--- config.mk ---
export PLATFORM = sky130hd
export DESIGN_NAME = utc_clock_with_daily_window_top_flat
export DESIGN_NICKNAME = d
export VERILOG_FILES = /design/src/rtl/utcw_pkg.sv /design/src/rtl/utcw_ifs.sv /design/src/rtl/utcw_counter.sv /design/src/rtl/utcw_daymod.sv /design/src/rtl/utcw_window.sv /design/src/rtl/utc_clock_with_daily_window_top.sv /design/src/flat_wrapper.sv
export SDC_FILE = /design/constraint.sdc
export NUM_CORES = 1
export LEC_CHECK = 0
export ABC_CLOCK_PERIOD_IN_PS = 19200
export CELL_PAD_IN_SITES_DETAIL_PLACEMENT = 1
export CELL_PAD_IN_SITES_GLOBAL_PLACEMENT = 1
export CORE_MARGIN = 2
export CORE_UTILIZATION = 25
export DETAILED_ROUTE_END_ITERATION = 8
export DONT_BUFFER_PORTS = 1
export PLACE_DENSITY = 0.47
export SLEW_MARGIN = 20
export SYNTH_ARGS = -nofsm -noshare
export SYNTH_HDL_FRONTEND = slang
export SYNTH_SLANG_ARGS = --single-unit
export TNS_END_PERCENT = 30
--- constraint.sdc ---
create_clock -name clock -period 19.2 [get_ports clock]
set_clock_uncertainty 0.05 [all_clocks]
set_input_delay 3.84 -clock clock [delete_from_list [all_inputs] [get_ports clock]]
set_output_delay 3.84 -clock clock [all_outputs]
set_load 0.01 [all_outputs]
--- src/rtl/utcw_pkg.sv ---
// Shared types, codes and constants of the UTC clock with daily window.
// No dependencies.
`default_nettype none
package utcw_pkg;

   localparam int TICKS_PER_SECOND = 32768;
   localparam int PRESCALE_W       = 16;
   localparam int SECONDS_PER_DAY  = 86400;
   localparam int DAY_SEC_W        = 17;
   localparam int MINUTE_W         = 11;
   localparam int MINUTE_MAX       = 1439;
   localparam int CSR_INDEX_W      = 2;
   localparam int CSR_DATA_W       = 16;
   localparam int TZ_W             = 12;
   localparam int WIN_W            = 16;
   localparam logic [WIN_W-1:0] WINDOW_DISABLED = 16'hFFFF;

   // utc mod 86400 = ((utc >> 7) mod 675) << 7 | utc[6:0]
   localparam int DAY_ODD          = 675;
   localparam logic [22:0] DAY_ODD_RECIP = 23'(64'd4294967296 / 64'd675);
   // (x >> 2) / 15 by reciprocal, exact below 2^15
   localparam logic [16:0] DIV15_RECIP = 17'd69906;

   typedef enum logic [1:0] {
      OP_TICK      = 2'd0,
      OP_SYNC      = 2'd1,
      OP_SUPERVISE = 2'd2,
      OP_STATUS    = 2'd3
   } op_type;

   typedef enum logic [CSR_INDEX_W-1:0] {
      CSR_TZ_OFFSET   = 2'd0,
      CSR_WIN_START   = 2'd1,
      CSR_WIN_END     = 2'd2,
      CSR_ECO_ENABLE  = 2'd3
   } csr_index_type;

   typedef struct packed {
      logic        valid;
      logic        sup;
      logic        sync;
      logic        zero;
      logic [31:0] utc;
   } utcw_ctl_type;

   typedef struct packed {
      utcw_ctl_type          ctl;
      logic [MINUTE_W-1:0]   minute;
   } utcw_minute_type;

   // timezone offset in seconds, reduced into [0, 86400)
   function automatic logic [DAY_SEC_W-1:0] tz_day_sec(input logic [TZ_W-1:0] tz);
      logic signed [19:0] tz_x;
      logic signed [19:0] v;
      logic [18:0]        u;
      logic [DAY_SEC_W-1:0] r;
      tz_x = {{(20-TZ_W){tz[TZ_W-1]}}, tz};
      v    = tz_x * 20'sd60 + 20'sd172800;
      u    = v[18:0];
      if (u >= 19'd259200) begin
         r = DAY_SEC_W'(u - 19'd259200);
      end else if (u >= 19'd172800) begin
         r = DAY_SEC_W'(u - 19'd172800);
      end else if (u >= 19'd86400) begin
         r = DAY_SEC_W'(u - 19'd86400);
      end else begin
         r = DAY_SEC_W'(u);
      end
      return r;
   endfunction

endpackage
`default_nettype wire

--- src/rtl/utcw_ifs.sv ---
// Request and response channel interfaces of the UTC clock block.
// Depends on utcw_pkg.
`default_nettype none
interface utcw_req_if;
   logic            valid;
   logic            ready;
   utcw_pkg::op_type op;
   logic [31:0]     epoch_in;
   modport source (output valid, output op, output epoch_in, input ready);
   modport sink   (input valid, input op, input epoch_in, output ready);
endinterface

interface utcw_rsp_if;
   logic                          valid;
   logic                          ready;
   logic [31:0]                   utc_seconds;
   logic                          synced;
   logic [utcw_pkg::MINUTE_W-1:0] minute_of_day;
   logic                          in_window;
   logic                          adv_stop;
   logic                          adv_start;
   modport source (output valid, output utc_seconds, output synced, output minute_of_day,
                   output in_window, output adv_stop, output adv_start, input ready);
   modport sink   (input valid, input utc_seconds, input synced, input minute_of_day,
                   input in_window, input adv_stop, input adv_start, output ready);
endinterface
`default_nettype wire

--- src/rtl/utcw_counter.sv ---
// Seconds counter, tick prescaler and sync flag; takes request words.
// Depends on utcw_pkg and utcw_req_if.
`default_nettype none
module utcw_counter (
   input  wire logic           clock,
   input  wire logic           reset,
   utcw_req_if.sink            req_bus,
   input  wire logic           advance,
   output utcw_pkg::utcw_ctl_type snap
);
   import utcw_pkg::*;

   logic [31:0]           seconds_ff, seconds_in;
   logic [PRESCALE_W-1:0] prescale_ff, prescale_in;
   logic                  sync_ff, sync_in;
   logic [PRESCALE_W:0]   prescale_next;
   utcw_ctl_type          snap_ff, snap_in;
   logic                  accept;

   assign req_bus.ready = advance;
   assign accept        = req_bus.valid & advance;
   assign prescale_next = {1'b0, prescale_ff} + (PRESCALE_W+1)'(1);

   always_comb begin
      seconds_in  = seconds_ff;
      prescale_in = prescale_ff;
      sync_in     = sync_ff;
      case (req_bus.op)
         OP_TICK: begin
            if (prescale_next >= (PRESCALE_W+1)'(TICKS_PER_SECOND)) begin
               prescale_in = '0;
               seconds_in  = seconds_ff + 32'd1;
            end else begin
               prescale_in = prescale_next[PRESCALE_W-1:0];
            end
         end
         OP_SYNC: begin
            seconds_in  = req_bus.epoch_in;
            prescale_in = '0;
            sync_in     = 1'b1;
         end
         default: begin
         end
      endcase
      snap_in.valid = accept;
      snap_in.sup   = (req_bus.op == OP_SUPERVISE);
      snap_in.sync  = sync_in;
      snap_in.utc   = sync_in ? seconds_in : 32'd0;
      snap_in.zero  = (snap_in.utc == 32'd0);
   end

   always_ff @(posedge clock) begin
      if (reset) begin
         seconds_ff    <= '0;
         prescale_ff   <= '0;
         sync_ff       <= 1'b0;
         snap_ff.valid <= 1'b0;
      end else begin
         if (accept) begin
            seconds_ff  <= seconds_in;
            prescale_ff <= prescale_in;
            sync_ff     <= sync_in;
         end
         if (advance) begin
            snap_ff <= snap_in;
         end
      end
   end

   assign snap = snap_ff;
endmodule
`default_nettype wire

--- src/rtl/utcw_daymod.sv ---
// Local minute of day pipeline: utc mod 86400 by reciprocal, add zone, divide by 60.
// Depends on utcw_pkg.
`default_nettype none
module utcw_daymod (
   input  wire logic                  clock,
   input  wire logic                  reset,
   input  wire logic                  advance,
   input  wire logic [utcw_pkg::TZ_W-1:0] tz_offset,
   input  wire utcw_pkg::utcw_ctl_type snap,
   output utcw_pkg::utcw_minute_type  mout
);
   import utcw_pkg::*;

   logic [DAY_SEC_W-1:0] tz_sec_ff;

   // stage 2: quotient estimate of (utc >> 7) / 675
   utcw_ctl_type         ctl2_ff;
   logic [15:0]          qh2_ff, qh2_in;
   logic [47:0]          prod1;

   // stage 3: utc seconds of day
   utcw_ctl_type         ctl3_ff;
   logic [DAY_SEC_W-1:0] day3_ff, day3_in;
   logic [25:0]          diff2;
   logic [10:0]          rem2;
   logic [9:0]           rem2_fix;

   // stage 4: local seconds of day
   utcw_ctl_type         ctl4_ff;
   logic [DAY_SEC_W-1:0] local4_ff, local4_in;
   logic [DAY_SEC_W:0]   sum3;

   // stage 5: minute
   utcw_minute_type      mout_ff, mout_in;
   logic [31:0]          prod4;

   assign prod1  = {23'd0, snap.utc[31:7]} * {25'd0, DAY_ODD_RECIP};
   assign qh2_in = prod1[47:32];

   assign diff2    = {1'b0, ctl2_ff.utc[31:7]} - 26'(qh2_ff * 26'(DAY_ODD));
   assign rem2     = diff2[10:0];
   assign rem2_fix = (rem2 >= 11'(DAY_ODD)) ? 10'(rem2 - 11'(DAY_ODD)) : rem2[9:0];
   assign day3_in  = {rem2_fix, ctl2_ff.utc[6:0]};

   assign sum3      = {1'b0, day3_ff} + {1'b0, tz_sec_ff};
   assign local4_in = (sum3 >= (DAY_SEC_W+1)'(SECONDS_PER_DAY))
                    ? DAY_SEC_W'(sum3 - (DAY_SEC_W+1)'(SECONDS_PER_DAY))
                    : sum3[DAY_SEC_W-1:0];

   assign prod4 = {17'd0, local4_ff[DAY_SEC_W-1:2]} * {15'd0, DIV15_RECIP};

   always_comb begin
      mout_in.ctl    = ctl4_ff;
      mout_in.minute = ctl4_ff.zero ? '0 : prod4[30:20];
   end

   always_ff @(posedge clock) begin
      tz_sec_ff <= tz_day_sec(tz_offset);
      if (reset) begin
         ctl2_ff.valid <= 1'b0;
         ctl3_ff.valid <= 1'b0;
         ctl4_ff.valid <= 1'b0;
         mout_ff.ctl.valid <= 1'b0;
      end else if (advance) begin
         ctl2_ff   <= snap;
         qh2_ff    <= qh2_in;
         ctl3_ff   <= ctl2_ff;
         day3_ff   <= day3_in;
         ctl4_ff   <= ctl3_ff;
         local4_ff <= local4_in;
         mout_ff   <= mout_in;
      end
   end

   assign mout = mout_ff;
endmodule
`default_nettype wire

--- src/rtl/utcw_window.sv ---
// Eco window compare, advertising pulse state and response register.
// Depends on utcw_pkg and utcw_rsp_if.
`default_nettype none
module utcw_window (
   input  wire logic                   clock,
   input  wire logic                   reset,
   input  wire utcw_pkg::utcw_minute_type mout,
   input  wire logic [utcw_pkg::WIN_W-1:0] win_start,
   input  wire logic [utcw_pkg::WIN_W-1:0] win_end,
   input  wire logic                   eco_enable,
   output logic                        advance,
   utcw_rsp_if.source                  rsp_bus
);
   import utcw_pkg::*;

   logic             rsp_valid_ff;
   logic             eco_ff, eco_in;
   logic [31:0]      utc_ff;
   logic             synced_ff;
   logic [MINUTE_W-1:0] minute_ff;
   logic             win_ff, win_in;
   logic             stop_ff, stop_in;
   logic             start_ff, start_in;
   logic [WIN_W-1:0] cur;
   logic             disabled;
   logic             supervise;

   assign advance  = ~rsp_valid_ff | rsp_bus.ready;
   assign cur      = WIN_W'(mout.minute);
   assign disabled = (win_start == WINDOW_DISABLED) | (win_end == WINDOW_DISABLED);
   assign supervise = mout.ctl.valid & mout.ctl.sup & mout.ctl.sync & eco_enable;

   always_comb begin
      if (!mout.ctl.sync || disabled) begin
         win_in = 1'b0;
      end else if (win_start < win_end) begin
         win_in = (cur >= win_start) & (cur < win_end);
      end else begin
         win_in = (cur >= win_start) | (cur < win_end);
      end
      eco_in   = eco_ff;
      stop_in  = 1'b0;
      start_in = 1'b0;
      if (supervise) begin
         if (win_in && !eco_ff) begin
            stop_in = 1'b1;
            eco_in  = 1'b1;
         end else if (!win_in && eco_ff) begin
            start_in = 1'b1;
            eco_in   = 1'b0;
         end
      end
   end

   always_ff @(posedge clock) begin
      if (reset) begin
         rsp_valid_ff <= 1'b0;
         eco_ff       <= 1'b0;
      end else if (advance) begin
         rsp_valid_ff <= mout.ctl.valid;
         eco_ff       <= eco_in;
         utc_ff       <= mout.ctl.utc;
         synced_ff    <= mout.ctl.sync;
         minute_ff    <= mout.minute;
         win_ff       <= win_in;
         stop_ff      <= stop_in;
         start_ff     <= start_in;
      end
   end

   assign rsp_bus.valid         = rsp_valid_ff;
   assign rsp_bus.utc_seconds   = utc_ff;
   assign rsp_bus.synced        = synced_ff;
   assign rsp_bus.minute_of_day = minute_ff;
   assign rsp_bus.in_window     = win_ff;
   assign rsp_bus.adv_stop      = stop_ff;
   assign rsp_bus.adv_start     = start_ff;
endmodule
`default_nettype wire

--- src/rtl/utc_clock_with_daily_window_top.sv ---
// UTC clock with daily eco window: top level with configuration registers.
// Depends on utcw_pkg, utcw_ifs, utcw_counter, utcw_daymod, utcw_window.
//
// Usage:
//   req_bus carries one operation word: tick, sync to epoch_in, supervise or
//   status. rsp_bus returns one status word per request, in order: UTC
//   seconds (0 until synced), sync flag, local minute of day, window flag and
//   the advertising stop/start pulses of a supervise.
//   csr_we/csr_index/csr_wdata write timezone offset, window bounds and eco
//   enable; write them only with no request in flight.
// Pipeline: a taken request passes through the counter register, two
//   reciprocal stages, zone add, divide by 60 and window compare into the
//   response register.
// Throughput: one request per cycle when not stalled; the counter update is an
//   increment and each later stage holds one multiply or add-compare.
// Reset: counter, prescaler, sync and eco state clear; registers take their
//   defaults (offset 0, window disabled, eco off); pipeline empties.
// Stall: while rsp_bus.ready is low with a response held, the whole pipeline
//   and req_bus.ready hold.
`default_nettype none
module utc_clock_with_daily_window_top (
   input  wire logic                              clock,
   input  wire logic                              reset,
   utcw_req_if.sink                               req_bus,
   utcw_rsp_if.source                             rsp_bus,
   input  wire logic                              csr_we,
   input  wire logic [utcw_pkg::CSR_INDEX_W-1:0]  csr_index,
   input  wire logic [utcw_pkg::CSR_DATA_W-1:0]   csr_wdata
);
   import utcw_pkg::*;

   logic [TZ_W-1:0]  tz_ff;
   logic [WIN_W-1:0] win_start_ff;
   logic [WIN_W-1:0] win_end_ff;
   logic             eco_en_ff;
   logic             advance;
   utcw_ctl_type     snap;
   utcw_minute_type  mout;

   always_ff @(posedge clock) begin
      if (reset) begin
         tz_ff        <= '0;
         win_start_ff <= WINDOW_DISABLED;
         win_end_ff   <= WINDOW_DISABLED;
         eco_en_ff    <= 1'b0;
      end else if (csr_we) begin
         unique case (csr_index_type'(csr_index))
            CSR_TZ_OFFSET:  tz_ff        <= csr_wdata[TZ_W-1:0];
            CSR_WIN_START:  win_start_ff <= csr_wdata[WIN_W-1:0];
            CSR_WIN_END:    win_end_ff   <= csr_wdata[WIN_W-1:0];
            CSR_ECO_ENABLE: eco_en_ff    <= csr_wdata[0];
         endcase
      end
   end

   utcw_counter u_counter (
      .clock   (clock),
      .reset   (reset),
      .req_bus (req_bus),
      .advance (advance),
      .snap    (snap)
   );

   utcw_daymod u_daymod (
      .clock     (clock),
      .reset     (reset),
      .advance   (advance),
      .tz_offset (tz_ff),
      .snap      (snap),
      .mout      (mout)
   );

   utcw_window u_window (
      .clock      (clock),
      .reset      (reset),
      .mout       (mout),
      .win_start  (win_start_ff),
      .win_end    (win_end_ff),
      .eco_enable (eco_en_ff),
      .advance    (advance),
      .rsp_bus    (rsp_bus)
   );
endmodule
`default_nettype wire

--- src/flat_wrapper.sv ---
// flat-port wrapper written by rule: the top's interface ports become plain ports
module utc_clock_with_daily_window_top_flat import utcw_pkg::*;
  (clock, reset, csr_we, csr_index, csr_wdata, req_bus_valid, req_bus_op, req_bus_epoch_in, req_bus_ready, rsp_bus_valid, rsp_bus_utc_seconds, rsp_bus_synced, rsp_bus_minute_of_day, rsp_bus_in_window, rsp_bus_adv_stop, rsp_bus_adv_start, rsp_bus_ready);
  utcw_req_if req_bus_i ();
  utcw_rsp_if rsp_bus_i ();
  input  wire logic clock;
  input  wire logic reset;
  input  wire logic csr_we;
  input  wire logic [utcw_pkg::CSR_INDEX_W-1:0] csr_index;
  input  wire logic [utcw_pkg::CSR_DATA_W-1:0] csr_wdata;
  input wire logic [$bits(req_bus_i.valid)-1:0] req_bus_valid;
  input wire logic [$bits(req_bus_i.op)-1:0] req_bus_op;
  input wire logic [$bits(req_bus_i.epoch_in)-1:0] req_bus_epoch_in;
  output wire logic [$bits(req_bus_i.ready)-1:0] req_bus_ready;
  output wire logic [$bits(rsp_bus_i.valid)-1:0] rsp_bus_valid;
  output wire logic [$bits(rsp_bus_i.utc_seconds)-1:0] rsp_bus_utc_seconds;
  output wire logic [$bits(rsp_bus_i.synced)-1:0] rsp_bus_synced;
  output wire logic [$bits(rsp_bus_i.minute_of_day)-1:0] rsp_bus_minute_of_day;
  output wire logic [$bits(rsp_bus_i.in_window)-1:0] rsp_bus_in_window;
  output wire logic [$bits(rsp_bus_i.adv_stop)-1:0] rsp_bus_adv_stop;
  output wire logic [$bits(rsp_bus_i.adv_start)-1:0] rsp_bus_adv_start;
  input wire logic [$bits(rsp_bus_i.ready)-1:0] rsp_bus_ready;
  assign req_bus_i.valid = req_bus_valid;
  assign req_bus_i.op = req_bus_op;
  assign req_bus_i.epoch_in = req_bus_epoch_in;
  assign req_bus_ready = req_bus_i.ready;
  assign rsp_bus_valid = rsp_bus_i.valid;
  assign rsp_bus_utc_seconds = rsp_bus_i.utc_seconds;
  assign rsp_bus_synced = rsp_bus_i.synced;
  assign rsp_bus_minute_of_day = rsp_bus_i.minute_of_day;
  assign rsp_bus_in_window = rsp_bus_i.in_window;
  assign rsp_bus_adv_stop = rsp_bus_i.adv_stop;
  assign rsp_bus_adv_start = rsp_bus_i.adv_start;
  assign rsp_bus_i.ready = rsp_bus_ready;
  utc_clock_with_daily_window_top u_core (.clock(clock), .reset(reset), .req_bus(req_bus_i), .rsp_bus(rsp_bus_i), .csr_we(csr_we), .csr_index(csr_index), .csr_wdata(csr_wdata));
endmodule
# Word level (Yosys, flattened, before mapping)
# Index checks and enable logic that the tools add are counted.
word_totals:
  regBits: 400
  input_bits: 57
  output_inout_bits: 49
  elab_cells: 121
classes:
  n_addsub: 10
  multipliers: 4
  order_cmp: 9
  eq_ne: 7
  n_mux: 17
  bitwise_logic: 11
  n_reduce_logical: 19
op_table:
  columns: ["operator", "n"]
  rows:
  - ["2-to-1 mux 17 bit", 4]
  - ["2-to-1 mux 32 bit", 2]
  - ["case mux 32 bit (2 select lines)", 1]
  - ["subtractor 17 bit, second input constant", 3]
  - ["multiplier 25 x 22 -> 47 bit, second input constant", 1]
  - [">= comparator 19 x 18 -> 1 bit, second input constant", 2]
  - ["adder 32 x 1 -> 32 bit, second input constant", 1]
  - ["equality test 16 bit, second input constant", 2]
  - ["logical NOT 32 bit", 1]
  - ["case mux 16 bit (2 select lines)", 1]
  - ["multiplier 15 x 16 -> 30 bit, second input constant", 1]
  - ["adder 19 bit, second input constant", 1]
  - [">= comparator 19 x 17 -> 1 bit, second input constant", 1]
  - ["adder 17 x 17 -> 18 bit", 1]
  - [">= comparator 18 x 17 -> 1 bit, second input constant", 1]
  - ["adder 16 x 1 -> 17 bit, second input constant", 1]
  - [">= comparator 17 x 16 -> 1 bit, second input constant", 1]
  - ["multiplier 12 x 5 -> 17 bit, second input constant", 1]
  - ["subtractor 17 x 16 -> 17 bit, second input constant", 1]
  - [">= comparator 11 x 16 -> 1 bit", 1]
  - ["less-than comparator 11 x 16 -> 1 bit", 1]
  - ["less-than comparator 16 bit", 1]
  - ["multiplier 16 x 10 -> 11 bit, second input constant", 1]
  - ["2-to-1 mux 16 bit", 1]
  - ["18 further kinds", 45]

# Depth between registers and ports, before layout
logic_depth:
  depth_word: 8
  mapped_depth: 25
  ltp_nobuf: 23

# Cells and area by module
# A second synthesis with hierarchy kept.
unflattened:
  hier_cells: 2753
  area_unflattened_um2: 29398.2
by_module_without_submodules:
  columns: ["module", "n_inst", "cells_per_inst", "area_each_um2", "seq_area_each_um2"]
  rows:
  - ["utcw_daymod", 1, 1774, 20266.9, 5995.8]
  - ["utcw_counter", 1, 599, 4830.9, 2052.0]
  - ["utcw_window", 1, 200, 2502.4, 1451.4]
  - ["utc_clock_with_daily_window_top", 1, 180, 1798.0, 900.9]

# Worst setup path before layout
# OpenSTA, ideal clock, no wires.
synth_timing:
  path_type: "input port to flip-flop"
  startpoint: "in reset"
  endpoint: "reg u_core.u_counter.snap_ff (netlist bit u_core.u_counter.snap[0]) (enable)"
  setup_ns: 0.903
  t_arrival_ns: 15.371
  t_required_ns: 18.247
  path_slack_ns: 2.876
  stages: 3
  n_path_buf: 2
  cell_sequence: "clkbuf_1 > clkbuf_1 > nor2_1"
synth_between:
  elab_chain_len: 2
synth_lines:
  columns: ["element", "line_no", "text"]
  rows:
  - ["start, declared", "flat_wrapper.sv:7", "input wire logic reset;"]
  - ["NOT 1 bit (no line)", null, null]
  - ["AND reduction 2 bit (no line)", null, null]
  - ["end signal, assigned", "utcw_counter.sv:65", "snap_ff <= snap_in;"]
  - ["end, declared", "utcw_counter.sv:17", "utcw_ctl_type snap_ff, snap_in;"]
# Every way passes these cells.
# A chain may end at the register's enable or synchronous reset.

# Worst setup path in the final report
layout_timing:
  startpoint: "in rsp_bus_ready"
  endpoint: "out req_bus_ready"
layout_between:
  elab_chain_len: 1
layout_lines:
  columns: ["element", "line_no", "text"]
  rows:
  - ["start, declared", "flat_wrapper.sv:22", "input wire logic [$bits(rsp_bus_i.ready)-1:0] rsp_bus_ready;"]
  - ["OR 1 bit", "utcw_window.sv:28", "assign advance = ~rsp_valid_ff | rsp_bus.ready;"]
  - ["end, declared", "flat_wrapper.sv:14", "output wire logic [$bits(req_bus_i.ready)-1:0] req_bus_ready;"]
# Every way passes these cells.

==> results.toml <==
[run_status]
status = "finished clean"

[cts]
clk_latency_ns = 0.65
root_buffer = "clkbuf_16"
cts-htree-levels = 2
clk_path_buf_depth = 3
clock_sinks = 384
path_clk_slew_ns = 0.06
cts_resized = 0
post_cts_buffers = 0
cts_made_buffers = 52
hold_buffers = 0
tritoncts = "done"

[pwr]
p_leak_nw = 14.6
ir_drop_mv = 0.213
clkPwrFrac_pct = 14.7
p_sw_mw = 3.00
combPwrFrac_pct = 65.7
power.density_nw_per_um2 = 206
fin_total_pwr_mw = 6.73
netSwitchingFraction_pct = 44.6
power_frac_seq_pct = 19.6
internal-power_mw = 3.73

[grt]
antenna_found_initial = 2
grt_pass1_vias = 21662
grt_max_degree = 103
gr-total-overflow = 0
groute.usage.overall_pct = 13.1
grt_pass1_wl_um = 123000

[drt]
postRouteAntennaNets = 0
vias = 19808
wl_um = 77500
routedWlPerCell_um = 18.0
vias_per_cell = 4.59
drc_errors = 0
dr.pass1.iters = 5
drtIter0Drc = 708

[logic_synthesis]
synth_cell_types = 100
synth_warnings = 0
synth-edff-count = 268
synth_top_cell_area_share_pct = 27.6
synth-seq-cells = 384
async_flop_share_pct = 0
seq_area_frac_synth_pct = 35.6
syn_nets = 3433
synth_cells = 2745
ys.flop_type = "edfxtp_1"
synth_area_per_cell_um2 = 10.6
netlist_top_cells_area = "edfxtp_1 (28%), ha_1 (19%), fa_1 (13%), dfxtp_1 (8.0%), inv_1 (5.2%)"
yosys.area.top_type = "edfxtp_1"
synth.cell_area_um2 = 29200

[floorplanning]
rows = 125
start_util_pct = 25.2
die_area_um2 = 119000
ioPinCount = 106
core-area_um2 = 116000
die_w_um = 346
die_y_um = 346

[sta]
hold_violations = 0
max-slew-margin-rel_pct = 26.1
period_minus_slack_ns = 8.59
rsz0062_at_grt = "false"
finalCritPeriodShare_pct = 44.8
setup_violations = 0
slew_violations = 0
fmax_mhz = 116
tightest_slew_ns = 1.10
setup_tns_ns = 0
fin_ws_ns = 10.61

[worst_hold_path]
hold_end = "u_core.u_daymod.ctl4_ff[31]"
hold_start = "u_core.u_daymod.ctl3_ff[31]"
hold_depth = 0
min_path_type = "reg2reg"

[job]
maxCapViolCount = 0

[finish]
drive_above_1_share_pct = 5.60
syn2layout_area_growth_pct = 12.1
post-route-util_pct = 28.2
layout_common_cells = "ha_1 (440), inv_1 (407), edfxtp_1 (268)"
final_common_cell = "ha_1"
fin_nets = 3433
insertedDiodeCount = 0

[setup_path]
critPathSlowestCell = "nor2b_1"
crit_required_ns = 15.31
worstPathMaxFanout = 9
reg2regPathDepth = 21
crit_chain = "nor2b_1 > inv_1"
endpoint_kind = "output port"
slowest_delay_ns = 0.54
cpLargestDelayFamily = "simple AND/OR/NAND/NOR gates"
cp_num_buf_inv = 1
arrival_ns = 4.70
crit_type = "in2out"
r2r_start = "u_core.u_counter.snap[20]"
start_kind = "primary input"
regToRegEndpoint = "u_core.u_daymod.qh2_ff[10]"
rrSetupSlack_ns = 12.15

[placed_design]
portBuffers = 0
dp_slack_ns = 10.61
dp.final_hpwl_um = 60200
gp_congestion = 0.787
through the flow:
| stage | std cells | cell area [µm²] | hold WS, ns |
|---|---|---|---|
| after floorplan | 2745 | 29200 | 0.322 |
| after global placement | 4214 | 30900 | 0.345 |
| after detailed placement | 4214 | 30900 | 0.356 |
| after CTS | 4310 | 32700 | 0.355 |
| after global routing | 4311 | 32700 | 0.363 |
| final | 4311 | 32700 | 0.353 |
cell type report:
class	instances	area [µm²]
inverter	408	1530
timing repair buffer	11	103
sequential	384	10400
clock inverter	33	393
fill	12996	83200
tap	1524	1910
clock buffer	63	1360
multi-input combinational	1888	17000
Yosys cell counts, drive strengths merged (9+ instances only):
| library cell | instances |
|---|---|
| ha | 440 |
| inv | 408 |
| edfxtp | 268 |
| fa | 191 |
| nand2 | 186 |
| nor2 | 184 |
| a21oi | 132 |
| o21ai | 124 |
| dfxtp | 116 |
| xnor2 | 63 |
| clkbuf | 54 |
| a21o | 50 |
| nand3 | 39 |
| nand3b | 33 |
| xor2 | 32 |
| o31ai | 28 |
| nor3 | 27 |
| o21a | 23 |
| and3 | 22 |
| nand4 | 22 |
| a211o | 18 |
| a31oi | 18 |
| o22ai | 17 |
| nand2b | 16 |
| a22o | 15 |
| mux2i | 15 |
| a211oi | 14 |
| and2 | 14 |
| a21boi | 11 |
| buf | 11 |
| nor2b | 11 |
| or3 | 11 |
| a311oi | 9 |
| o211ai | 9 |
power by group through the flow:
stage	clock, mW	sequential, mW	combinational (mW)
after floorplan	0	1.27	3.51
after global routing	1.07	1.34	5.17
after CTS	1.04	1.33	4.55
after detailed placement	0	1.35	4.49
final	0.986	1.32	4.42
after global placement	0	1.34	4.41
worst max path at each step:
| stage | slack (ns) | to | cells after the start | start |
|---|---|---|---|---|
| 6_report | 10.61 | req_bus_ready | 2 | rsp_bus_ready |
| 5_1_grt | 10.55 | req_bus_ready | 2 | rsp_bus_ready |
| 4_1_cts | 10.60 | req_bus_ready | 2 | rsp_bus_ready |
| 3_5_place_dp | 10.61 | req_bus_ready | 2 | rsp_bus_ready |
| 3_3_place_gp | 10.65 | req_bus_ready | 2 | rsp_bus_ready |
| 2_1_floorplan | 2.88 | u_core.u_counter.snap[0] | 3 | reset |
per-layer routing:
metal	track usage, %	share of wire [%]	vias up
met1	16.7	46	9893
li1	-	-	9581
met4	3.57	2.5	2
met5	0	0.017	-
met3	2.47	3.8	103
met2	22.6	48	229
flip-flops by register name, indices dropped and copies added, names as in the netlist, 10 cells and up:
| signal | flops |
|---|---|
| u_core.win_end_ff | 16 |
| u_core.u_daymod.tz_sec_ff | 15 |
| u_core.u_window.rsp_bus.utc_seconds | 32 |
| u_core.u_counter.snap | 36 |
| u_core.u_daymod.qh2_ff | 11 |
| u_core.u_daymod.day3_ff | 10 |
| u_core.u_daymod.ctl3_ff | 36 |
| u_core.win_start_ff | 16 |
| u_core.u_daymod.mout | 46 |
| u_core.tz_ff | 12 |
| u_core.u_window.rsp_bus.minute_of_day | 11 |
| u_core.u_daymod.local4_ff | 15 |
| u_core.u_counter.seconds_ff | 32 |
| u_core.u_daymod.ctl4_ff | 36 |
| u_core.u_daymod.ctl2_ff | 36 |
| u_core.u_counter.prescale_ff | 16 |
cell families after synthesis:
family	share of synthesized area (%)
AOI/OAI and AO/OA	12.5
and+or+nand+nor	10.1
muxes	0.656
xor gates and xnor gates	3.02
buffers and inverters	6.16
DFF	35.6
adders and majority gates	32.0
Power figures use the tool's default switching activity.
